### src/rtl/core/gvuf_pkg.sv
`timescale 1ns / 1ps

package gvuf_pkg;

  localparam int unsigned MAX_HORIZON_DEF  = 64;
  localparam int unsigned RETURN_WIDTH_DEF = 32;

  localparam int unsigned CFG_ADDR_W = 6;
  localparam int unsigned CFG_DATA_W = 64;

  typedef enum logic [1:0] {
    ST_OK         = 2'd0,
    ST_NOT_FITTED = 2'd1,
    ST_EMPTY      = 2'd2
  } status_t;

  typedef enum logic [2:0] {
    REG_OMEGA       = 3'd0,
    REG_ALPHA       = 3'd1,
    REG_BETA        = 3'd2,
    REG_MEAN_RETURN = 3'd3,
    REG_FITTED_VAR  = 3'd4,
    REG_MODEL_READY = 3'd5
  } reg_idx_t;

  typedef enum logic [3:0] {
    S_IDLE,
    S_SQ,
    S_SQW,
    S_MHI,
    S_MLO,
    S_MADD,
    S_MSAT,
    S_MACC,
    S_ROOT,
    S_RWAIT,
    S_EMIT
  } state_t;

  typedef struct packed {
    logic               func;
    logic signed [31:0] obs_return;
    logic [6:0]         horizon;
  } in_item_t;

  typedef struct packed {
    logic [1:0]  status;
    logic [63:0] variance;
    logic [31:0] volatility;
    logic        last;
  } out_item_t;

  typedef struct packed {
    logic        start;
    logic [63:0] operand;
  } sqrt_req_t;

  typedef struct packed {
    logic        busy;
    logic [31:0] root;
  } sqrt_rsp_t;

  function automatic logic [63:0] sat_add64(input logic [63:0] a, input logic [63:0] b);
    logic [64:0] s;
    s = {1'b0, a} + {1'b0, b};
    return s[64] ? {64{1'b1}} : s[63:0];
  endfunction

endpackage

### src/rtl/core/gvuf_mul.sv
`timescale 1ns / 1ps

// 32x32 unsigned multiplier, product registered.
module gvuf_mul (
  input  logic        clk,
  input  logic [31:0] a,
  input  logic [31:0] b,
  output logic [63:0] p
);

  always_ff @(posedge clk) begin
    p <= {32'd0, a} * {32'd0, b};
  end

endmodule

### src/rtl/core/gvuf_sqrt.sv
`timescale 1ns / 1ps

// Floor square root of a 64-bit value, one result bit per cycle.
module gvuf_sqrt (
  input  logic                clk,
  input  logic                rst,
  input  gvuf_pkg::sqrt_req_t req,
  output gvuf_pkg::sqrt_rsp_t rsp
);

  logic [63:0] val;
  logic [34:0] rem;
  logic [31:0] root;
  logic [4:0]  cnt;
  logic        busy;

  logic [34:0] rem_sh;
  logic [34:0] trial;
  logic        take;

  assign rem_sh = {rem[32:0], val[63:62]};
  assign trial  = {1'b0, root, 2'b01};
  assign take   = rem_sh >= trial;

  always_ff @(posedge clk) begin
    if (rst) begin
      busy <= 1'b0;
      cnt  <= '0;
    end else if (req.start) begin
      busy <= 1'b1;
      cnt  <= '0;
    end else if (busy) begin
      cnt <= cnt + 5'd1;
      if (cnt == 5'd31) begin
        busy <= 1'b0;
      end
    end
  end

  always_ff @(posedge clk) begin
    if (req.start) begin
      val  <= req.operand;
      rem  <= '0;
      root <= '0;
    end else if (busy) begin
      val  <= {val[61:0], 2'b00};
      rem  <= take ? (rem_sh - trial) : rem_sh;
      root <= {root[30:0], take};
    end
  end

  assign rsp.busy = busy;
  assign rsp.root = root;

endmodule

### src/rtl/core/garch_variance_update_forecast.sv
`timescale 1ns / 1ps

// GARCH(1,1) conditional variance tracker with multi-step forecast.
// Input channel (req_valid/req_stall/req): func 0 updates the variance with a
// new return, func 1 forecasts horizon steps ahead without touching state.
// Output channel (rsp_valid/rsp_stall/rsp): one item per update, one item per
// forecast step (last set on the final one), or one status-only item when the
// model is not fitted (status 1) or the horizon is zero (status 2).
// Config: 64-bit APB-style port, register i at byte address 8*i; writing
// fitted_variance also loads the running variance. Write only while idle.
// Timing: one item at a time; req_stall is high from accept until the
// sequencer is back in idle. A multiply pass (two products on the shared
// 32x32 multiplier, add, carry fix, accumulate) precedes the bit-serial
// square root (launch, then waiting). An update squares the residual and
// runs an alpha pass and a beta pass; each forecast step runs one pass;
// a status-only item goes straight to the output register.
// Reset (rst, synchronous) clears the sequencer, the config registers, rsp_valid and the variance state.
// A stalled output holds its item; the sequencer waits before loading the
// next result, so nothing is lost or repeated.
module garch_variance_update_forecast #(
  parameter int unsigned MAX_HORIZON  = gvuf_pkg::MAX_HORIZON_DEF,
  parameter int unsigned RETURN_WIDTH = gvuf_pkg::RETURN_WIDTH_DEF
) (
  input  logic                                clk,
  input  logic                                rst,
  // input items
  input  logic                                req_valid,
  output logic                                req_stall,
  input  gvuf_pkg::in_item_t                  req,
  // result items
  output logic                                rsp_valid,
  input  logic                                rsp_stall,
  output gvuf_pkg::out_item_t                 rsp,
  // configuration
  input  logic                                psel,
  input  logic                                penable,
  input  logic                                pwrite,
  input  logic [gvuf_pkg::CFG_ADDR_W-1:0]     paddr,
  input  logic [gvuf_pkg::CFG_DATA_W-1:0]     pwdata,
  output logic [gvuf_pkg::CFG_DATA_W-1:0]     prdata,
  output logic                                pready
);

  localparam int unsigned CNT_W = (MAX_HORIZON > 1) ? $clog2(MAX_HORIZON) : 1;

  // ---------------- configuration registers ----------------
  logic [63:0]        omega;
  logic [31:0]        alpha;
  logic [31:0]        beta;
  logic signed [31:0] mean_return;
  logic [63:0]        fitted_var;
  logic               model_ready;
  logic [63:0]        cur_var;

  gvuf_pkg::reg_idx_t cfg_idx;
  logic               cfg_wr;

  assign pready  = 1'b1;
  assign cfg_idx = gvuf_pkg::reg_idx_t'(paddr[5:3]);
  assign cfg_wr  = psel && penable && pwrite && pready;

  always_comb begin
    unique case (cfg_idx)
      gvuf_pkg::REG_OMEGA:       prdata = omega;
      gvuf_pkg::REG_ALPHA:       prdata = {32'd0, alpha};
      gvuf_pkg::REG_BETA:        prdata = {32'd0, beta};
      gvuf_pkg::REG_MEAN_RETURN: prdata = 64'(mean_return);
      gvuf_pkg::REG_FITTED_VAR:  prdata = fitted_var;
      gvuf_pkg::REG_MODEL_READY: prdata = {63'd0, model_ready};
      default:                   prdata = '0;
    endcase
  end

  // ---------------- sequencer state ----------------
  gvuf_pkg::state_t state, state_next;

  logic                 func_r;
  logic                 pass;        // update: 0 = alpha term, 1 = beta term
  logic                 s_hi;        // forecast factor alpha+beta >= 1.0
  logic [1:0]           status_r;
  logic [CNT_W-1:0]     cnt;
  logic [CNT_W-1:0]     n_m1;
  logic [31:0]          mag;
  logic [31:0]          w_reg;
  logic [63:0]          x_reg;
  logic [63:0]          tmp;
  logic [63:0]          acc;

  // multiplier and square root
  logic [31:0]          mul_a;
  logic [31:0]          mul_b;
  logic [63:0]          mul_p;
  gvuf_pkg::sqrt_req_t  sq_req;
  gvuf_pkg::sqrt_rsp_t  sq_rsp;

  gvuf_mul u_mul (
    .clk (clk),
    .a   (mul_a),
    .b   (mul_b),
    .p   (mul_p)
  );

  gvuf_sqrt u_sqrt (
    .clk (clk),
    .rst (rst),
    .req (sq_req),
    .rsp (sq_rsp)
  );

  // input decode at accept
  logic               accept;
  logic signed [32:0] ret_ext;
  logic signed [32:0] resid;
  logic [32:0]        resid_abs;
  logic [32:0]        ab_sum;
  logic [6:0]         hz_sat;
  logic               out_free;
  logic               emit_last;

  assign req_stall = (state != gvuf_pkg::S_IDLE);
  assign accept    = req_valid && !req_stall;
  assign ret_ext   = 33'(signed'(req.obs_return[RETURN_WIDTH-1:0]));
  assign resid     = ret_ext - 33'(mean_return);
  assign resid_abs = resid[32] ? 33'(-resid) : 33'(resid);
  assign ab_sum    = {1'b0, alpha} + {1'b0, beta};
  assign hz_sat    = (req.horizon > 7'(MAX_HORIZON)) ? 7'(MAX_HORIZON) : req.horizon;
  assign out_free  = !rsp_valid || !rsp_stall;
  assign emit_last = (status_r != gvuf_pkg::ST_OK) || !func_r || (cnt == n_m1);

  always_ff @(posedge clk) begin
    if (rst) begin
      state <= gvuf_pkg::S_IDLE;
    end else begin
      state <= state_next;
    end
  end

  always_comb begin
    state_next     = state;
    mul_a          = w_reg;
    mul_b          = x_reg[63:32];
    sq_req.start   = 1'b0;
    sq_req.operand = acc;
    unique case (state)
      gvuf_pkg::S_IDLE: begin
        if (accept) begin
          if (!model_ready || (req.func && req.horizon == 7'd0)) begin
            state_next = gvuf_pkg::S_EMIT;
          end else if (req.func) begin
            state_next = gvuf_pkg::S_MHI;
          end else begin
            state_next = gvuf_pkg::S_SQ;
          end
        end
      end
      gvuf_pkg::S_SQ: begin
        mul_a      = mag;
        mul_b      = mag;
        state_next = gvuf_pkg::S_SQW;
      end
      gvuf_pkg::S_SQW:  state_next = gvuf_pkg::S_MHI;
      gvuf_pkg::S_MHI:  state_next = gvuf_pkg::S_MLO;
      gvuf_pkg::S_MLO: begin
        mul_b      = x_reg[31:0];
        state_next = gvuf_pkg::S_MADD;
      end
      gvuf_pkg::S_MADD: state_next = gvuf_pkg::S_MSAT;
      gvuf_pkg::S_MSAT: state_next = gvuf_pkg::S_MACC;
      gvuf_pkg::S_MACC: begin
        state_next = (!func_r && !pass) ? gvuf_pkg::S_MHI : gvuf_pkg::S_ROOT;
      end
      gvuf_pkg::S_ROOT: begin
        sq_req.start = 1'b1;
        state_next   = gvuf_pkg::S_RWAIT;
      end
      gvuf_pkg::S_RWAIT: begin
        if (!sq_rsp.busy) begin
          state_next = gvuf_pkg::S_EMIT;
        end
      end
      gvuf_pkg::S_EMIT: begin
        if (out_free) begin
          state_next = emit_last ? gvuf_pkg::S_IDLE : gvuf_pkg::S_MHI;
        end
      end
      default: state_next = gvuf_pkg::S_IDLE;
    endcase
  end

  // config registers and variance state
  always_ff @(posedge clk) begin
    if (rst) begin
      omega       <= '0;
      alpha       <= '0;
      beta        <= '0;
      mean_return <= '0;
      fitted_var  <= '0;
      model_ready <= 1'b0;
      cur_var     <= '0;
    end else begin
      if (cfg_wr) begin
        unique case (cfg_idx)
          gvuf_pkg::REG_OMEGA:       omega       <= pwdata;
          gvuf_pkg::REG_ALPHA:       alpha       <= pwdata[31:0];
          gvuf_pkg::REG_BETA:        beta        <= pwdata[31:0];
          gvuf_pkg::REG_MEAN_RETURN: mean_return <= signed'(pwdata[31:0]);
          gvuf_pkg::REG_FITTED_VAR: begin
            fitted_var <= pwdata;
            cur_var    <= pwdata;
          end
          gvuf_pkg::REG_MODEL_READY: model_ready <= pwdata[0];
          default: ;
        endcase
      end else if (state == gvuf_pkg::S_ROOT && !func_r) begin
        cur_var <= acc;
      end
    end
  end

  // datapath
  always_ff @(posedge clk) begin
    case (state)
      gvuf_pkg::S_IDLE: begin
        if (accept) begin
          func_r   <= req.func;
          pass     <= 1'b0;
          cnt      <= '0;
          n_m1     <= CNT_W'(hz_sat - 7'd1);
          mag      <= resid_abs[31:0];
          s_hi     <= ab_sum[32];
          w_reg    <= req.func ? ab_sum[31:0] : alpha;
          x_reg    <= cur_var;
          if (!model_ready) begin
            status_r <= gvuf_pkg::ST_NOT_FITTED;
            acc      <= '0;
          end else if (req.func && req.horizon == 7'd0) begin
            status_r <= gvuf_pkg::ST_EMPTY;
            acc      <= '0;
          end else begin
            status_r <= gvuf_pkg::ST_OK;
            acc      <= omega;
          end
        end
      end
      gvuf_pkg::S_SQW:  x_reg <= mul_p;                        // residual squared
      gvuf_pkg::S_MLO:  tmp   <= mul_p;                        // weight * high word
      gvuf_pkg::S_MADD: tmp   <= tmp + {32'd0, mul_p[63:32]};  // + (weight * low) >> 32
      gvuf_pkg::S_MSAT: begin
        // factor at or above one: add h once more
        if (func_r && s_hi) begin
          tmp <= gvuf_pkg::sat_add64(tmp, x_reg);
        end
      end
      gvuf_pkg::S_MACC: begin
        acc <= gvuf_pkg::sat_add64(acc, tmp);
        if (!func_r && !pass) begin
          pass  <= 1'b1;
          w_reg <= beta;
          x_reg <= cur_var;
        end
      end
      gvuf_pkg::S_EMIT: begin
        if (out_free && !emit_last) begin
          cnt   <= cnt + CNT_W'(1);
          x_reg <= acc;
          acc   <= omega;
        end
      end
      default: ;
    endcase
  end

  // output register
  always_ff @(posedge clk) begin
    if (rst) begin
      rsp_valid <= 1'b0;
    end else if (state == gvuf_pkg::S_EMIT && out_free) begin
      rsp_valid <= 1'b1;
    end else if (!rsp_stall) begin
      rsp_valid <= 1'b0;
    end
  end

  always_ff @(posedge clk) begin
    if (state == gvuf_pkg::S_EMIT && out_free) begin
      rsp.status     <= status_r;
      rsp.variance   <= acc;
      rsp.volatility <= (status_r == gvuf_pkg::ST_OK) ? sq_rsp.root : 32'd0;
      rsp.last       <= emit_last;
    end
  end

endmodule

### config.mk
export PLATFORM = sky130hd
export DESIGN_NAME = garch_variance_update_forecast
export DESIGN_NICKNAME = d
export VERILOG_FILES = /design/src/rtl/core/gvuf_pkg.sv /design/src/rtl/core/gvuf_mul.sv /design/src/rtl/core/gvuf_sqrt.sv /design/src/rtl/core/garch_variance_update_forecast.sv
export SDC_FILE = /design/constraint.sdc
export NUM_CORES = 2
export LEC_CHECK = 0
export BUFFER_PORTS_ARGS = -buffer_cell sky130_fd_sc_hd__buf_2
export CAP_MARGIN = 20
export CORE_MARGIN = 2
export CORE_UTILIZATION = 37
export DETAILED_ROUTE_END_ITERATION = 16
export GPL_TIMING_DRIVEN = 0
export PLACE_DENSITY_LB_ADDON = 0.08
export SKIP_CTS_REPAIR_TIMING = 1
export SYNTH_ARGS = -nofsm -noshare
export SYNTH_HDL_FRONTEND = slang
export SYNTH_SLANG_ARGS = --single-unit
### constraint.sdc
create_clock -name clk -period 11.08 [get_ports clk]
set_input_delay 1.108 -clock clk [delete_from_list [all_inputs] [get_ports clk]]
set_output_delay 1.108 -clock clk [all_outputs]
set_load 0.05 [all_outputs]
==> flow_summary.ini <==
[outcome]
status = completed

[sta]
drv_slew = 0
timing.final.crit_period_ns = 10.77
report.final.setup_viol = 0
finalCritPeriodShare_pct = 97.18
worst_slew_margin_rel_pct = 20.14
worst_pin_slew_ns = 1.189
hold_viol = 0
fin_skew_ns = 0.04606
timing.final.ws_setup_ns = 0.3126
fmax_mhz = 92.87

[cells_and_area]
final_cell_area_um2 = 92610
largest_register = rsp
layout-drive-gt1-share_pct = 8.057
nFillCells = 22640
largest_register_ff_count = 99
instances_no_fill = 12950
fin_nets = 11430
multi_input_area_um2 = 55310
seq_area_um2 = 21680
areaGrowthSynthToFinish_pct = 12.21
layout.core_utilization_pct = 41.70

[drt]
drt-vias-per-instance = 5.573
finalWirelength_um = 369600
wl_per_cell_um = 28.54
drt_first_pass_iters = 8
detail-route-antenna-nets = 0
routed-via-count = 72170
drc = 0
drt_iter0_drc = 6741

[synth]
post_synth_instance_area_um2 = 82530
asyncSetResetFlopFracSynth_pct = 0
netlist.area_leader.share_pct = 21.86
post_synthesis_sequential_element_count = 865
synth_area_leaders = sky130_fd_sc_hd__fa_1 22%, sky130_fd_sc_hd__edfxtp_1 16%, sky130_fd_sc_hd__dfxtp_1 10%
yosysTopAreaCell = sky130_fd_sc_hd__fa_1
synth_seq_area_share_pct = 26.27
syn_nets = 11010
synth_area_per_cell_um2 = 8.723
synthesis.yosys.warnings = 0
post_synth_inst_count = 9461
yosys.cell_types.count = 83
synth_top_flop_cell = sky130_fd_sc_hd__edfxtp_1
synth_edf_count = 436

[placed_design]
globalplace.congestion = 1.023
dp_worst_setup_slack_ns = -1.743
place.detailed.hpwl_um = 311200
placedInstanceArea_um2 = 88530
place.detailed.instances = 12760
port_buffers = 277

[cts]
htreeDepth = 3
cts_tree = done
max-clock-path-buffers = 3
cts-buffers-inserted = 100
worstSkewPairLatency_ns = 0.76
worst_setup_hold_path_clk_slew_ns = 0.06
root_buffer = sky130_fd_sc_hd__clkbuf_16
clkSinkCount = 865

[setup_path]
timing.critical_path.slowest_stage_cell = sky130_fd_sc_hd__fa_1
buf_inv_stages_crit_path = 10
cpLargestDelayFamily = adder cells
critical_path_capture_point_type = register
critPathMaxFanout = 10
worst_r2r_startpoint = state[0]
critPathMostFrequentCell = sky130_fd_sc_hd__fa_1
setup_cp_type = reg -> reg
worstSetupStartpointType = register
crit_path_start = state[0]
critical_path.max_stage_delay_ns = 0.66
critical_path_required_time_ns = 11.68
cp.arrival_ns = 11.37

[floorplan]
initial_core_util_pct = 37.16
dieHeight_um = 476.3
floorplan.die.width_um = 476.3
floorplan.core_area_um2 = 222100
design.portCount = 283
num_rows = 173
design.die.area_um2 = 226800

[run]
max_cap_violations = 0

[global_routing]
grt-ovfl-total = 0
grt_antenna_before_repair = 14
first_pass_grt_wire_length_um = 525700
vias_in_the_first_global_route = 72040
grt_max_degree = 65
grt_util_all_layers_pct = 32.08

[hold_path]
min-delay-path-class = reg -> reg
min_from = fitted_var[61]
[placed cells by master (no fill, tap or decap), drive strengths merged, types with 68 or more instances in the layout]
cell / instances
a21o: 242
a21oi: 678
a221o: 86
a311oi: 71
and3: 93
buf: 376
clkbuf: 629
dfxtp: 429
edfxtp: 436
fa: 901
ha: 526
inv: 1108
mux2i: 126
nand2: 1623
nand3: 85
nand4: 68
nor2: 925
nor3: 85
o21ai: 326
xnor2: 218
xor2: 148
[cells in the mapped netlist, drive strengths merged, types with 17 or more instances]
| master | count |
|---|---|
| o22ai | 36 |
| a22oi | 39 |
| o211ai | 32 |
| xnor2 | 218 |
| a222oi | 64 |
| nor2 | 925 |
| a311oi | 71 |
| and3 | 93 |
| xor2 | 148 |
| o21a | 41 |
| a221oi | 44 |
| edfxtp | 436 |
| a221o | 86 |
| nand2 | 1623 |
| o21ai | 326 |
| a211oi | 44 |
| and2 | 27 |
| nor3 | 85 |
| mux2 | 18 |
| fa | 901 |
| nor2b | 43 |
| nand2b | 37 |
| inv | 1102 |
| nand4 | 68 |
| a21oi | 678 |
| buf | 33 |
| o21bai | 52 |
| nand3 | 85 |
| mux2i | 126 |
| o31ai | 29 |
| a31oi | 51 |
| clkbuf | 516 |
| ha | 526 |
| a21o | 242 |
| or2 | 17 |
| dfxtp | 429 |
[cells by family (layout without fill, tap and decap cells)]
logic type | count (synthesis) | count (layout) | share of synthesized area (%)
AND/OR/NAND/NOR | 3068 | 3068 | 15.39
other | 1 | 9 | 0.004544
buffers and inverters | 1652 | 2158 | 7.538
adder cells (fa/ha/maj) | 1427 | 1427 | 29.83
AO/OA/AOI/OAI | 1937 | 1937 | 15.28
multiplexers | 145 | 145 | 1.801
XOR/XNOR | 366 | 366 | 3.884
flip-flops | 865 | 865 | 26.27
[worst paths after layout]
kind,endpoint,slack [ns],depth (start not counted)
worst max-delay path,u_mul.p[63],0.31,36
worst max register to register,u_mul.p[63],0.31,36
worst min-delay path,fitted_var[61],0.46,2
worst min register to register,fitted_var[61],0.46,2
[area by class of cell]
cell class	count	share of cell area (%)
clock buffer	132	2.994
timing repair buffer	341	2.379
sequential	865	23.41
inverter	1103	4.479
buffer	532	2.401
clock inverter	50	0.5702
tap	2975	4.020
multi-input combinational	6944	59.72
antenna	8	0.02162
[layer usage]
| metal | routed length (um) | track usage, % | vias up | share of wire [%] |
|---|---|---|---|---|
| li1 | - | - | 32490 | - |
| met1 | 161000 | 44.45 | 36090 | 44 |
| met2 | 158600 | 48.82 | 3017 | 43 |
| met3 | 28050 | 5.038 | 567 | 7.6 |
| met4 | 21920 | 15.44 | 4 | 5.9 |
| met5 | 25 | 0 | - | 0.0068 |
[through the flow]
step                hold WS, ns  TNS (ns)
CTS                      0.4550    -26.61
floorplan                0.4244         0
global route             0.4696  -0.01251
finish                   0.4557         0
detailed placement       0.4463    -25.35
global placement         0.4413    -72.14
[worst reg2reg max path, delay by kind of cell, from the launching register on]
kind            cells  cell delay [ns]
flops               1             0.30
fa+ha+maj           9             4.58
simple gates        7             1.78
compound gates      9             1.98
xor+xnor            1             0.15
buf+inv            10             1.86
Power is left out: the tool's default activity adds up to more than one toggle a clock period on the data nets, which glitch-free logic cannot reach.
